### src/rtl/mft_pkg.sv
package mft_pkg;

  // table geometry
  localparam int MAX_ENTRIES = 16;
  localparam int DEPTH       = 16;
  localparam int CAPACITY    = (MAX_ENTRIES < DEPTH) ? MAX_ENTRIES : DEPTH;
  localparam int IDX_W       = $clog2(DEPTH);
  localparam int CNT_W       = $clog2(DEPTH + 1);

  // operation codes carried in the mode field
  localparam logic [2:0] MODE_FREEZE = 3'd0;
  localparam logic [2:0] MODE_THAW   = 3'd1;
  localparam logic [2:0] MODE_QUERY  = 3'd2;
  localparam logic [2:0] MODE_READ   = 3'd3;
  localparam logic [2:0] MODE_APPLY  = 3'd4;
  localparam logic [2:0] MODE_SET    = 3'd5;

  // input word
  typedef struct packed {
    logic [2:0]  mode;
    logic [15:0] addr;
    logic [7:0]  value;
    logic [3:0]  index;
  } mft_in_t;

  // result word
  typedef struct packed {
    logic        ok;
    logic        hit;
    logic [15:0] read_addr;
    logic [7:0]  read_value;
    logic        write_valid;
    logic [15:0] write_addr;
    logic [7:0]  write_data;
    logic [4:0]  live_entries;
    logic        last;
  } mft_out_t;

  // one stored table entry
  typedef struct packed {
    logic [15:0] addr;
    logic [7:0]  value;
  } mft_entry_t;

  // controller states
  typedef enum logic [2:0] {
    ST_IDLE,
    ST_MATCH,
    ST_READ,
    ST_DATA,
    ST_EMIT
  } mft_state_t;

  // controller to datapath commands
  typedef struct packed {
    logic load_item;
    logic do_match;
    logic do_read;
    logic do_move;
    logic load_out;
    logic ptr_inc;
  } mft_cmd_t;

  // datapath to controller status
  typedef struct packed {
    logic out_free;
    logic apply_more;
  } mft_sts_t;

endpackage

### src/rtl/mft_ctrl.sv
module mft_ctrl (
  input  logic              clk,
  input  logic              rst_n,
  input  logic              in_valid,
  output logic              in_ready,
  input  mft_pkg::mft_sts_t sts,
  output mft_pkg::mft_cmd_t cmd
);
  import mft_pkg::*;

  mft_state_t state_r;
  mft_state_t state_nxt;

  // state register
  always_ff @(posedge clk) begin
    if (!rst_n) begin
      state_r <= ST_IDLE;
    end else begin
      state_r <= state_nxt;
    end
  end

  // next state
  always_comb begin
    state_nxt = state_r;
    case (state_r)
      ST_IDLE: begin
        if (in_valid) state_nxt = ST_MATCH;
      end
      ST_MATCH: state_nxt = ST_READ;
      ST_READ:  state_nxt = ST_DATA;
      ST_DATA:  state_nxt = ST_EMIT;
      ST_EMIT: begin
        if (sts.out_free) begin
          state_nxt = sts.apply_more ? ST_READ : ST_IDLE;
        end
      end
      default: state_nxt = ST_IDLE;
    endcase
  end

  // command outputs
  always_comb begin
    cmd      = '0;
    in_ready = 1'b0;
    case (state_r)
      ST_IDLE: begin
        in_ready      = 1'b1;
        cmd.load_item = in_valid;
      end
      ST_MATCH: cmd.do_match = 1'b1;
      ST_READ:  cmd.do_read  = 1'b1;
      ST_DATA:  cmd.do_move  = 1'b1;
      ST_EMIT: begin
        cmd.load_out = sts.out_free;
        cmd.ptr_inc  = sts.out_free & sts.apply_more;
      end
      default: cmd = '0;
    endcase
  end

endmodule

### src/rtl/mft_datapath.sv
module mft_datapath (
  input  logic               clk,
  input  logic               rst_n,
  input  mft_pkg::mft_in_t   in_data,
  input  logic               cfg_wr_en,
  input  logic               cfg_wr_data,
  input  mft_pkg::mft_cmd_t  cmd,
  output mft_pkg::mft_sts_t  sts,
  output logic               out_valid,
  input  logic               out_ready,
  output mft_pkg::mft_out_t  out_data
);
  import mft_pkg::*;

  mft_in_t    item_r;
  logic       enabled_r;
  logic [CNT_W-1:0] count_r;
  logic [CNT_W-1:0] count_nxt;
  logic [15:0] tag_r [DEPTH];
  mft_entry_t entry_mem [DEPTH];
  mft_entry_t rd_r;
  logic       hit_r;
  logic [IDX_W-1:0] slot_r;
  logic       ok_r;
  logic       ok_nxt;
  logic [IDX_W-1:0] ptr_r;
  logic       out_valid_r;
  mft_out_t   out_data_r;

  logic       hit_c;
  logic [IDX_W-1:0] slot_c;
  logic       full;
  logic [IDX_W-1:0] rd_idx;
  logic       wr_en;
  logic [IDX_W-1:0] wr_idx;
  mft_entry_t wr_entry;
  logic       apply_active;
  logic       apply_more;
  mft_out_t   out_c;

  // item capture and configuration
  always_ff @(posedge clk) begin
    if (cmd.load_item) item_r <= in_data;
  end

  always_ff @(posedge clk) begin
    if (!rst_n) begin
      enabled_r <= 1'b1;
    end else if (cfg_wr_en) begin
      enabled_r <= cfg_wr_data;
    end
  end

  // parallel address compare over live entries, lowest slot wins
  always_comb begin
    hit_c  = 1'b0;
    slot_c = '0;
    for (int i = DEPTH - 1; i >= 0; i--) begin
      if ((CNT_W'(i) < count_r) && (tag_r[i] == item_r.addr)) begin
        hit_c  = 1'b1;
        slot_c = IDX_W'(i);
      end
    end
  end

  always_ff @(posedge clk) begin
    if (cmd.do_match) begin
      hit_r  <= hit_c;
      slot_r <= slot_c;
    end
  end

  assign full = (count_r >= CNT_W'(CAPACITY));

  // read address select
  always_comb begin
    case (item_r.mode)
      MODE_THAW:  rd_idx = IDX_W'(count_r - CNT_W'(1));
      MODE_QUERY: rd_idx = slot_r;
      MODE_READ:  rd_idx = item_r.index[IDX_W-1:0];
      MODE_APPLY: rd_idx = ptr_r;
      default:    rd_idx = slot_r;
    endcase
  end

  // table update: freeze writes while reading, thaw moves the last entry
  always_comb begin
    wr_en     = 1'b0;
    wr_idx    = slot_r;
    wr_entry  = '{addr: item_r.addr, value: item_r.value};
    count_nxt = count_r;
    ok_nxt    = ok_r;
    if (cmd.do_read) begin
      case (item_r.mode)
        MODE_FREEZE: begin
          ok_nxt = hit_r | ~full;
          if (hit_r) begin
            wr_en = 1'b1;
          end else if (!full) begin
            wr_en     = 1'b1;
            wr_idx    = count_r[IDX_W-1:0];
            count_nxt = count_r + CNT_W'(1);
          end
        end
        MODE_THAW: ok_nxt = hit_r;
        default:   ok_nxt = ok_r;
      endcase
    end else if (cmd.do_move && (item_r.mode == MODE_THAW) && ok_r) begin
      wr_en     = 1'b1;
      wr_entry  = rd_r;
      count_nxt = count_r - CNT_W'(1);
    end
  end

  always_ff @(posedge clk) begin
    if (!rst_n) begin
      count_r <= '0;
    end else begin
      count_r <= count_nxt;
    end
  end

  always_ff @(posedge clk) begin
    ok_r <= ok_nxt;
  end

  // entry storage with registered read
  always_ff @(posedge clk) begin
    if (wr_en) begin
      entry_mem[wr_idx] <= wr_entry;
      tag_r[wr_idx]     <= wr_entry.addr;
    end
    if (cmd.do_read) rd_r <= entry_mem[rd_idx];
  end

  // apply walk pointer
  always_ff @(posedge clk) begin
    if (cmd.load_item) begin
      ptr_r <= '0;
    end else if (cmd.ptr_inc) begin
      ptr_r <= ptr_r + IDX_W'(1);
    end
  end

  assign apply_active = (item_r.mode == MODE_APPLY) && enabled_r && (count_r != '0);
  assign apply_more   = apply_active && ((CNT_W'(ptr_r) + CNT_W'(1)) < count_r);

  // result word build
  always_comb begin
    out_c              = '0;
    out_c.live_entries = count_r;
    out_c.last         = 1'b1;
    case (item_r.mode)
      MODE_FREEZE: begin
        if (ok_r) begin
          out_c.ok          = 1'b1;
          out_c.write_valid = 1'b1;
          out_c.write_addr  = item_r.addr;
          out_c.write_data  = item_r.value;
        end
      end
      MODE_THAW: out_c.ok = ok_r;
      MODE_QUERY: begin
        if (hit_r) begin
          out_c.hit        = 1'b1;
          out_c.read_value = rd_r.value;
        end
      end
      MODE_READ: begin
        if (CNT_W'(item_r.index) < count_r) begin
          out_c.read_addr  = rd_r.addr;
          out_c.read_value = rd_r.value;
        end
      end
      MODE_APPLY: begin
        if (apply_active) begin
          out_c.write_valid = 1'b1;
          out_c.write_addr  = rd_r.addr;
          out_c.write_data  = rd_r.value;
          out_c.last        = ~apply_more;
        end
      end
      MODE_SET: begin
        out_c.ok          = 1'b1;
        out_c.write_valid = 1'b1;
        out_c.write_addr  = item_r.addr;
        out_c.write_data  = item_r.value;
      end
      default: out_c.ok = 1'b0;
    endcase
  end

  // output register
  always_ff @(posedge clk) begin
    if (!rst_n) begin
      out_valid_r <= 1'b0;
    end else if (cmd.load_out) begin
      out_valid_r <= 1'b1;
    end else if (out_ready) begin
      out_valid_r <= 1'b0;
    end
  end

  always_ff @(posedge clk) begin
    if (cmd.load_out) out_data_r <= out_c;
  end

  assign sts.out_free   = ~out_valid_r | out_ready;
  assign sts.apply_more = apply_more;
  assign out_valid      = out_valid_r;
  assign out_data       = out_data_r;

endmodule

### src/rtl/memory_freeze_table_unit.sv
// Freeze table of up to 16 (address, byte) entries with a live count. Each
// input word selects freeze, thaw, query, read entry, apply or set by its
// mode field and produces one result word, except apply with the table
// enabled and non-empty, which produces one memory write word per entry in
// table order, the final one marked by last. An item is accepted in the
// idle step, then goes through compare, table read and update stages, and
// its first result is then loaded into the output register in the emit
// step; the next item can be accepted once that load happens. Apply
// repeats the read, data and emit steps the controller walks for each
// further entry. The output register decouples the result side; a stalled
// consumer holds the unit in its emit step. The enable register may be
// written only while the unit is idle.
module memory_freeze_table_unit (
  input  logic              clk,
  input  logic              rst_n,
  input  logic              in_valid,
  output logic              in_ready,
  input  mft_pkg::mft_in_t  in_data,
  output logic              out_valid,
  input  logic              out_ready,
  output mft_pkg::mft_out_t out_data,
  input  logic              cfg_wr_en,
  input  logic              cfg_wr_data
);
  import mft_pkg::*;

  mft_cmd_t cmd;
  mft_sts_t sts;

  // sequencing
  mft_ctrl u_ctrl (
    .clk      (clk),
    .rst_n    (rst_n),
    .in_valid (in_valid),
    .in_ready (in_ready),
    .sts      (sts),
    .cmd      (cmd)
  );

  // table, compare and output register
  mft_datapath u_datapath (
    .clk         (clk),
    .rst_n       (rst_n),
    .in_data     (in_data),
    .cfg_wr_en   (cfg_wr_en),
    .cfg_wr_data (cfg_wr_data),
    .cmd         (cmd),
    .sts         (sts),
    .out_valid   (out_valid),
    .out_ready   (out_ready),
    .out_data    (out_data)
  );

endmodule

### config.mk
export PLATFORM = sky130hd
export DESIGN_NAME = memory_freeze_table_unit
export DESIGN_NICKNAME = d
export VERILOG_FILES = /design/src/rtl/mft_pkg.sv /design/src/rtl/mft_ctrl.sv /design/src/rtl/mft_datapath.sv /design/src/rtl/memory_freeze_table_unit.sv
export SDC_FILE = /design/constraint.sdc
export NUM_CORES = 1
export LEC_CHECK = 0
export BUFFER_PORTS_ARGS = -buffer_cell sky130_fd_sc_hd__buf_2
export CAP_MARGIN = 20
export CORE_UTILIZATION = 54
export CTS_CLUSTER_DIAMETER = 50
export DETAILED_ROUTE_END_ITERATION = 7
export PLACE_DENSITY = 0.71
export SYNTH_ARGS = -nofsm -noshare
export SYNTH_HDL_FRONTEND = slang
export SYNTH_HIERARCHICAL = 1
export SYNTH_SLANG_ARGS = --single-unit
### constraint.sdc
create_clock -name clk -period 13.8 [get_ports clk]
set_input_delay 0 -clock clk [delete_from_list [all_inputs] [get_ports clk]]
set_output_delay 0 -clock clk [all_outputs]
set_load 0.02 [all_outputs]
==> results.txt, run 1 <==
Async S/R FF share, synth - 0
Congestion Overflow GR - 0
Crit-path max cell delay - 0.65 ns
Critical path's top delay family - multiplexers
Final setup vio count - 0
Vias in the first global route - 13.4k
Core area - 0.0430 sq mm
Max-slew violations - 0
Syn Area/Cell - 16.3 sq um
Worst slew pin tran - 1.11 ns
Most frequent cells in the layout - 502 x edfxtp_1, 183 x xor2_1, 96 x mux4_2
Mapped Nets - 1,493
Area contributors post-synth - edfxtp_1 64%, mux4_2 9.2%, xor2_1 6.8%
Setup TNS - 0 ns
Worst hold path class - in2reg
Yosys top cell area share - 0.641
Sequential area share after synthesis - 0.653
Yosys warnings - 6
CTS Buf Count - 56
Clock skew - 0.0227 ns
Drt first pass iters - 7
Min Tclk post-route - 4.15 ns
Nets - 1,644
Setup crit start kind - register
Critical Path, Cell by Cell - inv_1 > ha_1 > inv_1 > mux2i_1 > o21ai_0 > nand2_1 > o21ai_4 > buf_12 > mux4_2 > mux2_2 > nand2_1 > o21ai_1
PnR worst setup slack - 9.65 ns
# diodes - 0
Post-CTS sizing - 0
H-tree Lvls - 2
FMAX - 241 MHz
Crit path capture type - register
Dpl cells - 2,082
Routed wire per std cell - 26.9 microns
Vias per Instance - 6.05
Leading area contributor after synthesis - edfxtp_1
Mapped Area - 0.0235 sq mm
Headroom to the max-slew limit - 0.260
Commonest non-fill, non-tap cell in the layout - edfxtp_1
Critical path buffer and inverter count - 3
Non-filler cells, final - 2,228
Unrepaired setup endpoints after global routing - false
Layout cell share with drive strength beyond 1 - 0.247
First-pass GRT wire length - 87,600 microns
Violated checks - DRC
Die X-Extent - 211 microns
Routed Antenna Nets - 0
Synthesis-stage register bit count - 516
# IOs - 96
Leak pwr - 0.00898 uW
Initial DRC count - 1,405
Crit path DAT - 4.49 ns
Critical path class - reg2reg
Setup bufs post-CTS - 0
Initial antenna violation count - 1
Cts hold-fix bufs - 39
PortBufs - 95
Final hold vios - 0
Gr usage total - 0.275
HPWL Detailed - 39,300 microns
RePlAce Congestion - 0.954
Row Count - 76
Vias - 13.5k
Pin count of the biggest net entering global routing - 97
CTS clk-pin slew, worst paths - 0.06 ns
Data required, critical path - 14.14 ns
Area growth from synthesis to final layout - 14.8%
Initial core utilization - 0.547
Outcome - complete, but fails checks
Die area - 0.0444 sq mm
Synth cell types - 56
Hold slack - 0.0905 ns
Slowest stage cell, crit path - mux4_2
Cell Pwr Density - 138 mW/mm^2
Number of synthesized flops with an enable pin - 502
Crit share post-route - 0.301
Dominant synthesized flop cell - edfxtp_1
Chip height - 211 microns
DRC violations left - 1
Total Power - 3730 uW
CP max FO - 96
MaxCap Viol Count - 0
Clock tree sinks - 516
Worst skew pair latency - 0.62 ns
Syn Inst Count - 1,444
CTS tree - built
Clk buf depth - 3
Final WL - 59,900 microns
Maximum vdd drop - 0.114 mV
Root buf cell - clkbuf_16
Worst slack, placed - 9.83 ns
synth_stat cells (3+ instances only):
master / n
edfxtp_1: 502
xor2_1: 183
mux4_2: 96
xnor2_1: 84
nand2_1: 53
mux2_2: 48
buf_2: 45
nor4_1: 45
nor2_1: 40
mux2i_1: 30
nand4_1: 28
o21ai_1: 27
clkbuf_1: 26
a21oi_1: 24
a22o_1: 24
and2_1: 22
o21ai_0: 17
dfxtp_1: 14
inv_1: 13
nand2b_1: 13
ha_1: 12
nor3_1: 12
nand3_1: 11
nor2b_1: 11
buf_4: 8
nor3b_1: 5
buf_1: 4
o22ai_1: 4
a211oi_1: 3
a21o_1: 3
and3_1: 3
inv_2: 3
registers in the layout, indices dropped and copies added (netlist names):
name / cells
u_datapath/tag_r: 14
u_datapath/ok_r: 1
u_datapath/ptr_r: 4
u_datapath/entry_mem: 370
u_datapath/out_valid: 1
u_datapath/slot_r: 4
u_datapath/enabled_r: 1
u_ctrl/state_r: 3
u_datapath/rd_r: 24
u_datapath/hit_r: 1
u_datapath/out_data: 57
u_datapath/count_r: 5
u_datapath/item_r: 31
final timing paths:
kind	start	end	slack, ns	depth (start not counted)
worst max-delay path	u_datapath/count_r[1]$_SDFFE_PN0P_	u_datapath/rd_r[14]$_DFFE_PP_	9.65	12
worst min-delay path	in_data[6]	u_datapath/item_r[6]$_DFFE_PP_	0.09	2
worst min register to register	u_datapath/out_valid$_SDFFE_PN0P_	u_datapath/out_valid$_SDFFE_PN0P_	0.56	2
worst max register to register	u_datapath/count_r[1]$_SDFFE_PN0P_	u_datapath/rd_r[14]$_DFFE_PP_	9.65	12
cells by family (layout without fill, tap and decap cells):
family,count (synthesis),count (layout),share of synthesized area
compound gates,116,116,0.0315
fa+ha+maj,12,12,0.00639
xor+xnor,268,268,0.100
flops,516,516,0.653
mux,174,174,0.128
buf+inv,101,300,0.0204
simple gates,257,257,0.0605
per-layer routing:
| metal | track usage | vias to the layer above | part of all wire |
|---|---|---|---|
| li1 | - | 5850 | - |
| met5 | 0 | - | 0.00025 |
| met4 | 0.0965 | 2 | 0.031 |
| met3 | 0.0596 | 106 | 0.098 |
| met2 | 0.424 | 699 | 0.46 |
| met1 | 0.391 | 6812 | 0.41 |
area by class of cell:
cell class	instances	area, sq um
Multi-Input combinational cell	827	7750
Clock inverter	35	383
Sequential cell	516	15400
Inverter	16	60.1
Timing Repair Buffer	178	1210
Tap cell	585	732
Fill cell	3119	16000
Clock buffer	71	1490
power by group:
| group | internal (uW) | total [uW] | switching [uW] |
|---|---|---|---|
| Combinational | 179 | 439 | 260 |
| Sequential | 1760 | 1790 | 28.7 |
| Clock | 865 | 1500 | 631 |
per-stage QoR:
step | util | instance area (sq um)
2_1_floorplan | - | 23500
3_3_place_gp | 0.575 | 24700
3_5_place_dp | 0.575 | 24700
4_1_cts | 0.628 | 27000
5_1_grt | 0.628 | 27000
6_report | 0.628 | 27000
worst reg2reg max path: cells and delay by family (launching register included):
family                     cells  cell delay (ns)
muxes                          3             1.39
buffers and inverters          3             0.78
DFF                            1             0.63
AOI/OAI and AO/OA              3             0.40
adders and majority gates      1             0.38
and+or+nand+nor                2             0.28
Power figures use the tool's default switching activity.
==> run 2, diff against run 1 <==
==> constraint.sdc (replaced) <==
create_clock -name clk -period 4.1 [get_ports clk]
set_input_delay 0 -clock clk [delete_from_list [all_inputs] [get_ports clk]]
set_output_delay 0 -clock clk [all_outputs]
set_load 0.02 [all_outputs]
==> run 2 against run 1 <==
The flow now finishes without violations. Flip-flop and latch count did not move. Clock-buffer cell count down 9. Utilization rose by 0.86 points. Fmax rose by 24%. Clock power grew to 3.5 times the previous value. First-iteration DRC count grew 28%. Highest routed layer is now met4.
==> results.txt, run 2 (synthesis gave the netlist of run 1 again) <==
Most frequent cells in the layout - 502 x edfxtp_1, 183 x xor2_1, 96 x mux4_2
Headroom to the max-slew limit - 0.285 (+0.0254)
Layout cell share with drive strength beyond 1 - 0.256 (+0.00935)
Crit path DAT - 3.84 ns (-0.65 ns)
Crit path capture type - register
Initial core utilization - 0.547 (unchanged)
Root buf cell - clkbuf_16
Slowest stage cell, crit path - edfxtp_1
Hold path startpoint - in_data[3]
Clk buf depth - 3 (unchanged)
Data required, critical path - 4.58 ns (-9.56 ns)
Worst hold path class - in2reg
Clock tree sinks - 516 (unchanged)
Endpoint of the worst hold path - u_datapath/item_r[3]$_DFFE_PP_
Congestion Overflow GR - 0 (unchanged)
H-tree Lvls - 2 (unchanged)
Unrepaired setup endpoints after global routing - false
Post-Layout Inst Area - 0.0274 sq mm (+1.4%)
Hold path depth - 2 (unchanged)
Vias per Instance - 6.15 (+1.7%)
Cell Pwr Density - 468 mW/mm^2 (+240%)
Footprint of the multi-input gates - 0.00776 sq mm (about the same)
Min Tclk post-route - 3.35 ns (-0.796 ns)
Crit share post-route - 0.818 (+0.517)
Nets - 1,665 (+1.3%)
Leak pwr - 0.00915 uW (+1.8%)
Clock skew - 0.0290 ns (+0.00629 ns)
Die area - 0.0444 sq mm (unchanged)
RePlAce Congestion - 0.981 (+2.9%)
Setup crit start kind - register
Row Count - 76 (unchanged)
Post-CTS sizing - 0 (unchanged)
Core area - 0.0430 sq mm (unchanged)
CTS tree - built
Area after DPL - 0.0250 sq mm (+1.2%)
Routed wire per std cell - 28.3 microns (+5.3%)
Pin count of the biggest net entering global routing - 52 (-46%)
Critical Path, Cell by Cell - xor2_1 > nor4_2 > nand3_1 > nor4_4 > o21bai_1 > a21boi_1 > o22ai_1 > a221o_1 > a21oi_1
Commonest non-fill, non-tap cell in the layout - edfxtp_1
R2r setup slk - 0.75 ns (-8.90 ns)
Max FFs per register - 370 (unchanged)
Die X-Extent - 211 microns (unchanged)
Final hold vios - 0 (unchanged)
Worst slew pin tran - 1.07 ns (-0.0380 ns)
Final WL - 63,700 microns (+6.4%)
Core Util, Final - 0.636 (+0.00865)
First-pass GRT wire length - 92,400 microns (+5.6%)
Max-slew violations - 0 (unchanged)
Non-filler cells, final - 2,250 (+0.99%)
Crit-path max cell delay - 1.02 ns (+0.37 ns)
Critical path class - reg2reg
Setup TNS - 0 ns (unchanged)
# IOs - 96 (unchanged)
CTS Buf Count - 57 (+1.8%)
Largest Register - u_datapath/entry_mem
Worst slack, placed - 0.856 ns (-8.98 ns)
Capturing point of the worst reg2reg path - u_datapath/slot_r[0]$_SDFFCE_PP0P_
Seq. cell area - 0.0154 sq mm (unchanged)
Routed Antenna Nets - 0 (unchanged)
Vias - 13.8k (+2.8%)
CTS clk-pin slew, worst paths - 0.06 ns (about the same)
MaxCap Viol Count - 0 (unchanged)
Initial antenna violation count - 0 (-1)
Gr usage total - 0.294 (+0.0184)
HPWL Detailed - 43,200 microns (+10%)
PortBufs - 95 (unchanged)
R2r worst-path depth - 9 (-3)
PnR worst setup slack - 0.748 ns (-8.90 ns)
# diodes - 0 (unchanged)
Area growth from synthesis to final layout - 16.4%
Fill cells - 3,085 (-1.1%)
Drt first pass iters - 6 (-1)
Final setup vio count - 0 (unchanged)
Reg2reg start - u_datapath/item_r[24]$_DFFE_PP_
Vias in the first global route - 13.5k (+1.0%)
DRC violations left - 0 (-1)
FMAX - 298 MHz (+24%)
Worst skew pair latency - 0.63 ns (about the same)
Outcome - completed
Chip height - 211 microns (unchanged)
CP max FO - 15 (-84%)
Dpl cells - 2,102 (+0.96%)
Maximum vdd drop - 0.366 mV (+220%)
Initial DRC count - 1,798 (+28%)
## run 2: changes by cell type in the layout (fill, tap and decap cells not counted), sizes merged
| cell | before | now |
|---|---|---|
| clkinvlp | 4 | 7 |
| clkinv | 24 | 28 |
| clkbuf | 72 | 62 |
| bufinv | 5 | 7 |
| inv | 18 | 20 |
| dlygate4sd3 | 39 | 38 |
| buf | 138 | 160 |
## run 2: layout make-up
class / instances / area share
multi-input cells: 827 / 0.284
flip-flops and latches: 516 / 0.561
inverters: 16 / 0.00220
clock inverters: 46 / 0.0175
clock buffers: 62 / 0.0528
well taps: 585 / 0.0268
repair buffers: 198 / 0.0556
## run 2: what timing repair did
action	in CTS	in global routing
hold buffers	38	0
endpoints found under the hold margin	48	0
endpoints found under the setup margin	0	0
setup buffers	0	0
## run 2: metrics by stage
step / hold WS, ns / total power [uW]
floorplan: 0.0619 / 7120
global placement: 0.176 / 7630
detailed placement: 0.178 / 7650
CTS: 0.0508 / 12800
global route: 0.0661 / 13200
finish: 0.0746 / 12800
## run 2: metal layers
metal  up-vias  part of all wire  wire (microns)  global-route usage
met5         -                 0               0                   0
met4         0             0.038            2410               0.118
met3       138              0.11            7070              0.0666
met2       811              0.46           29200               0.447
met1      6986              0.39           24900               0.413
li1       5905                 -               -                   -
## run 2: worst max-delay path, delay by kind of cell, from the launching register on
kind / cells / cell delay, ns
AND/OR/NAND/NOR: 3 / 1.05
AO/OA/AOI/OAI: 5 / 0.93
flip-flops: 1 / 1.02
XOR/XNOR: 1 / 0.19
## run 2: worst max path at each step
stage / from / end
6_report: u_datapath/item_r[24]$_DFFE_PP_ / u_datapath/slot_r[0]$_SDFFCE_PP0P_
5_1_grt: u_datapath/count_r[1]$_SDFFE_PN0P_ / u_datapath/rd_r[7]$_DFFE_PP_
4_1_cts: u_datapath/item_r[20]$_DFFE_PP_ / u_datapath/slot_r[0]$_SDFFCE_PP0P_
3_5_place_dp: u_datapath/count_r[1]$_SDFFE_PN0P_ / u_datapath/rd_r[7]$_DFFE_PP_
3_3_place_gp: u_datapath/count_r[1]$_SDFFE_PN0P_ / u_datapath/rd_r[7]$_DFFE_PP_
2_1_floorplan: u_ctrl/state_r[1]$_SDFFE_PN0P_ / u_datapath/entry_mem[7][0]$_DFFE_PP_
## run 2: where the power goes
group | switching (uW) | internal (uW) | total [uW]
Combinational | 883 | 651 | 1530
Sequential | 139 | 5930 | 6070
Clock | 2190 | 3020 | 5210
Total | 3210 | 9600 | 12800
==> run 3, diff against run 2 <==
==> constraint.sdc (replaced) <==
create_clock -name clk -period 3.4 [get_ports clk]
set_input_delay 0 -clock clk [delete_from_list [all_inputs] [get_ports clk]]
set_output_delay 0 -clock clk [all_outputs]
set_load 0.02 [all_outputs]
==> run 3 against run 2 <==
The run now ends with DRC left. First-iteration DRC count is 8.8% lower. Final cell count is 0.18% higher. Routed wire length is 0.41% higher. Clock power is 14% higher. Critical path depth is 1 lower. Via count is 1.3% lower.
==> results.txt, run 3 (synthesis gave the netlist of run 1 again) <==
Vias - 13.7k (-1.3%)
Routed Antenna Nets - 0 (unchanged)
Violated checks - DRC
Drt first pass iters - 8 (+2)
Hold path startpoint - in_data[10]
R2r setup slk - 0.40 ns (-0.35 ns)
Vias per Instance - 6.06 (-1.4%)
Leak pwr - 0.00915 uW (about the same)
Reg2reg start - u_datapath/item_r[30]$_DFFE_PP_
Clk buf depth - 3 (unchanged)
Max FFs per register - 370 (unchanged)
Die X-Extent - 211 microns (unchanged)
Final hold vios - 0 (unchanged)
Post-CTS sizing - 0 (unchanged)
Max-slew violations - 0 (unchanged)
Endpoint of the worst hold path - u_datapath/item_r[10]$_DFFE_PP_
Hold slack - 0.0920 ns (+0.0174 ns)
First-pass GRT wire length - 91,700 microns (-0.78%)
H-tree Lvls - 2 (unchanged)
Commonest non-fill, non-tap cell in the layout - edfxtp_1
Largest Register - u_datapath/entry_mem
Initial antenna violation count - 1 (+1)
Comb power frac - 0.124 (+0.004)
CTS tree - built
FMAX - 333 MHz (+12%)
Power Internal - 11,400 uW (+18%)
Dpl cells - 2,113 (+0.52%)
Final setup vio count - 0 (unchanged)
Clk pwr share - 0.394 (-0.013)
Most frequent cells in the layout - 502 x edfxtp_1, 183 x xor2_1, 96 x mux4_2
Worst skew pair latency - 0.62 ns (about the same)
DRC violations left - 2 (+2)
Reg power frac - 0.483 (+0.009)
CTS clk-pin slew, worst paths - 0.06 ns (about the same)
MaxCap Viol Count - 0 (unchanged)
RePlAce Congestion - 0.941 (-4.0%)
Initial DRC count - 1,639 (-8.8%)
Data required, critical path - 3.73 ns (-0.85 ns)
Critical path class - reg2reg
Chip height - 211 microns (unchanged)
Row Count - 76 (unchanged)
Maximum vdd drop - 0.463 mV (+26%)
Hold path depth - 2 (unchanged)
Setup crit start kind - register
Worst hold path class - in2reg
Routed wire per std cell - 28.4 microns (+0.24%)
Cell Pwr Density - 552 mW/mm^2 (+18%)
Pin count of the biggest net entering global routing - 64 (+23%)
Clock tree sinks - 516 (unchanged)
Core area - 0.0430 sq mm (unchanged)
Layout cell share with drive strength beyond 1 - 0.257 (+0.000738)
Crit path DAT - 3.33 ns (-0.51 ns)
Unrepaired setup endpoints after global routing - false
Min Tclk post-route - 3.00 ns (-0.350 ns)
Setup TNS - 0 ns (unchanged)
Headroom to the max-slew limit - 0.231 (-0.0541)
Worst slack, placed - 0.429 ns (-0.426 ns)
Die area - 0.0444 sq mm (unchanged)
Outcome - complete, but fails checks
CTS Buf Count - 56 (-1.8%)
Crit path capture type - register
CP max FO - 23 (+8)
Clock skew - 0.0133 ns (-0.0157 ns)
Gr usage total - 0.294 (about the same)
Crit share post-route - 0.883 (+0.0655)
# IOs - 96 (unchanged)
R2r worst-path depth - 8 (-1)
PnR worst setup slack - 0.397 ns (-0.350 ns)
Switching power - 3730 uW (+16%)
Nets - 1,673 (+0.48%)
Congestion Overflow GR - 0 (unchanged)
Sw Share - 0.247 (-0.00343)
Final WL - 63,900 microns (+0.41%)
Fill cells - 3,061 (-0.78%)
Crit path from - u_datapath/item_r[30]$_DFFE_PP_
Worst slew pin tran - 1.15 ns (+0.0768 ns)
Capturing point of the worst reg2reg path - u_datapath/rd_r[15]$_DFFE_PP_
Non-filler cells, final - 2,254 (+0.18%)
HPWL Detailed - 42,100 microns (-2.6%)
Vias in the first global route - 13.6k (+0.66%)
PortBufs - 95 (unchanged)
Area growth from synthesis to final layout - 16.2%
Root buf cell - clkbuf_16
Initial core utilization - 0.547 (unchanged)
run 3: changes by cell type in the layout (fill, tap and decap cells not counted), sizes merged:
cell,change
bufinv,-2
clkbuf,+4
buf,+9
clkinvlp,-5
diode,+1
clkinv,-3
run 3: per-stage QoR:
step | total power (uW) | cell area, sq um | util
2_1_floorplan | 8580 | 23500 | -
3_3_place_gp | 9190 | 25100 | 0.585
3_5_place_dp | 9220 | 25100 | 0.585
4_1_cts | 15200 | 27300 | 0.636
5_1_grt | 15500 | 27300 | 0.636
6_report | 15100 | 27300 | 0.636
run 3: power by group through the flow:
stage / clock [uW] / sequential (uW) / combinational [uW]
2_1_floorplan: 0 / 7320 / 1260
3_3_place_gp: 0 / 7410 / 1780
3_5_place_dp: 0 / 7410 / 1800
4_1_cts: 6040 / 7280 / 1850
5_1_grt: 6260 / 7290 / 1970
6_report: 5940 / 7280 / 1860
run 3: worst max-delay path by stage:
stage	endpoint	slack (ns)	cells past startpoint
detailed placement	u_datapath/rd_r[15]$_DFFE_PP_	0.43	8
finish	u_datapath/rd_r[15]$_DFFE_PP_	0.40	8
CTS	u_datapath/rd_r[15]$_DFFE_PP_	0.41	8
global route	u_datapath/entry_mem[9][8]$_DFFE_PP_	0.25	7
global placement	u_datapath/rd_r[15]$_DFFE_PP_	0.39	12
floorplan	u_datapath/entry_mem[0][0]$_DFFE_PP_	-0.37	8
run 3: worst max-delay path, cell delays in order (launching register included):
cell      delay, ns
edfxtp_1       0.53
nand2b_1       0.23
mux2i_1        0.20
o21ai_4        0.39
buf_12         0.28
mux4_2         0.54
mux2_2         0.32
nand2_1        0.10
o21ai_1        0.09
run 3: layer usage:
layer / up-vias / track usage / part of all wire
li1: 5916 / - / -
met1: 6803 / 0.403 / 0.39
met2: 829 / 0.445 / 0.45
met3: 117 / 0.0899 / 0.12
met4: 0 / 0.106 / 0.035
met5: - / 0 / 0
run 3: what timing repair did:
item | CTS | global route
hold buffers | 38 | 0
setup buffers | 0 | 0
endpoints found under the hold margin | 41 | 0
run 3: cell type report:
class,instances,area (sq um),area share
Antenna cell,1,2.50,0.0000916
Clock buffer,66,1440,0.0527
Clock inverter,36,360,0.0132
Inverter,16,60.1,0.00220
Multi-Input combinational cell,827,7760,0.284
Sequential cell,516,15400,0.562
Tap cell,585,732,0.0268
Timing Repair Buffer,207,1610,0.0590
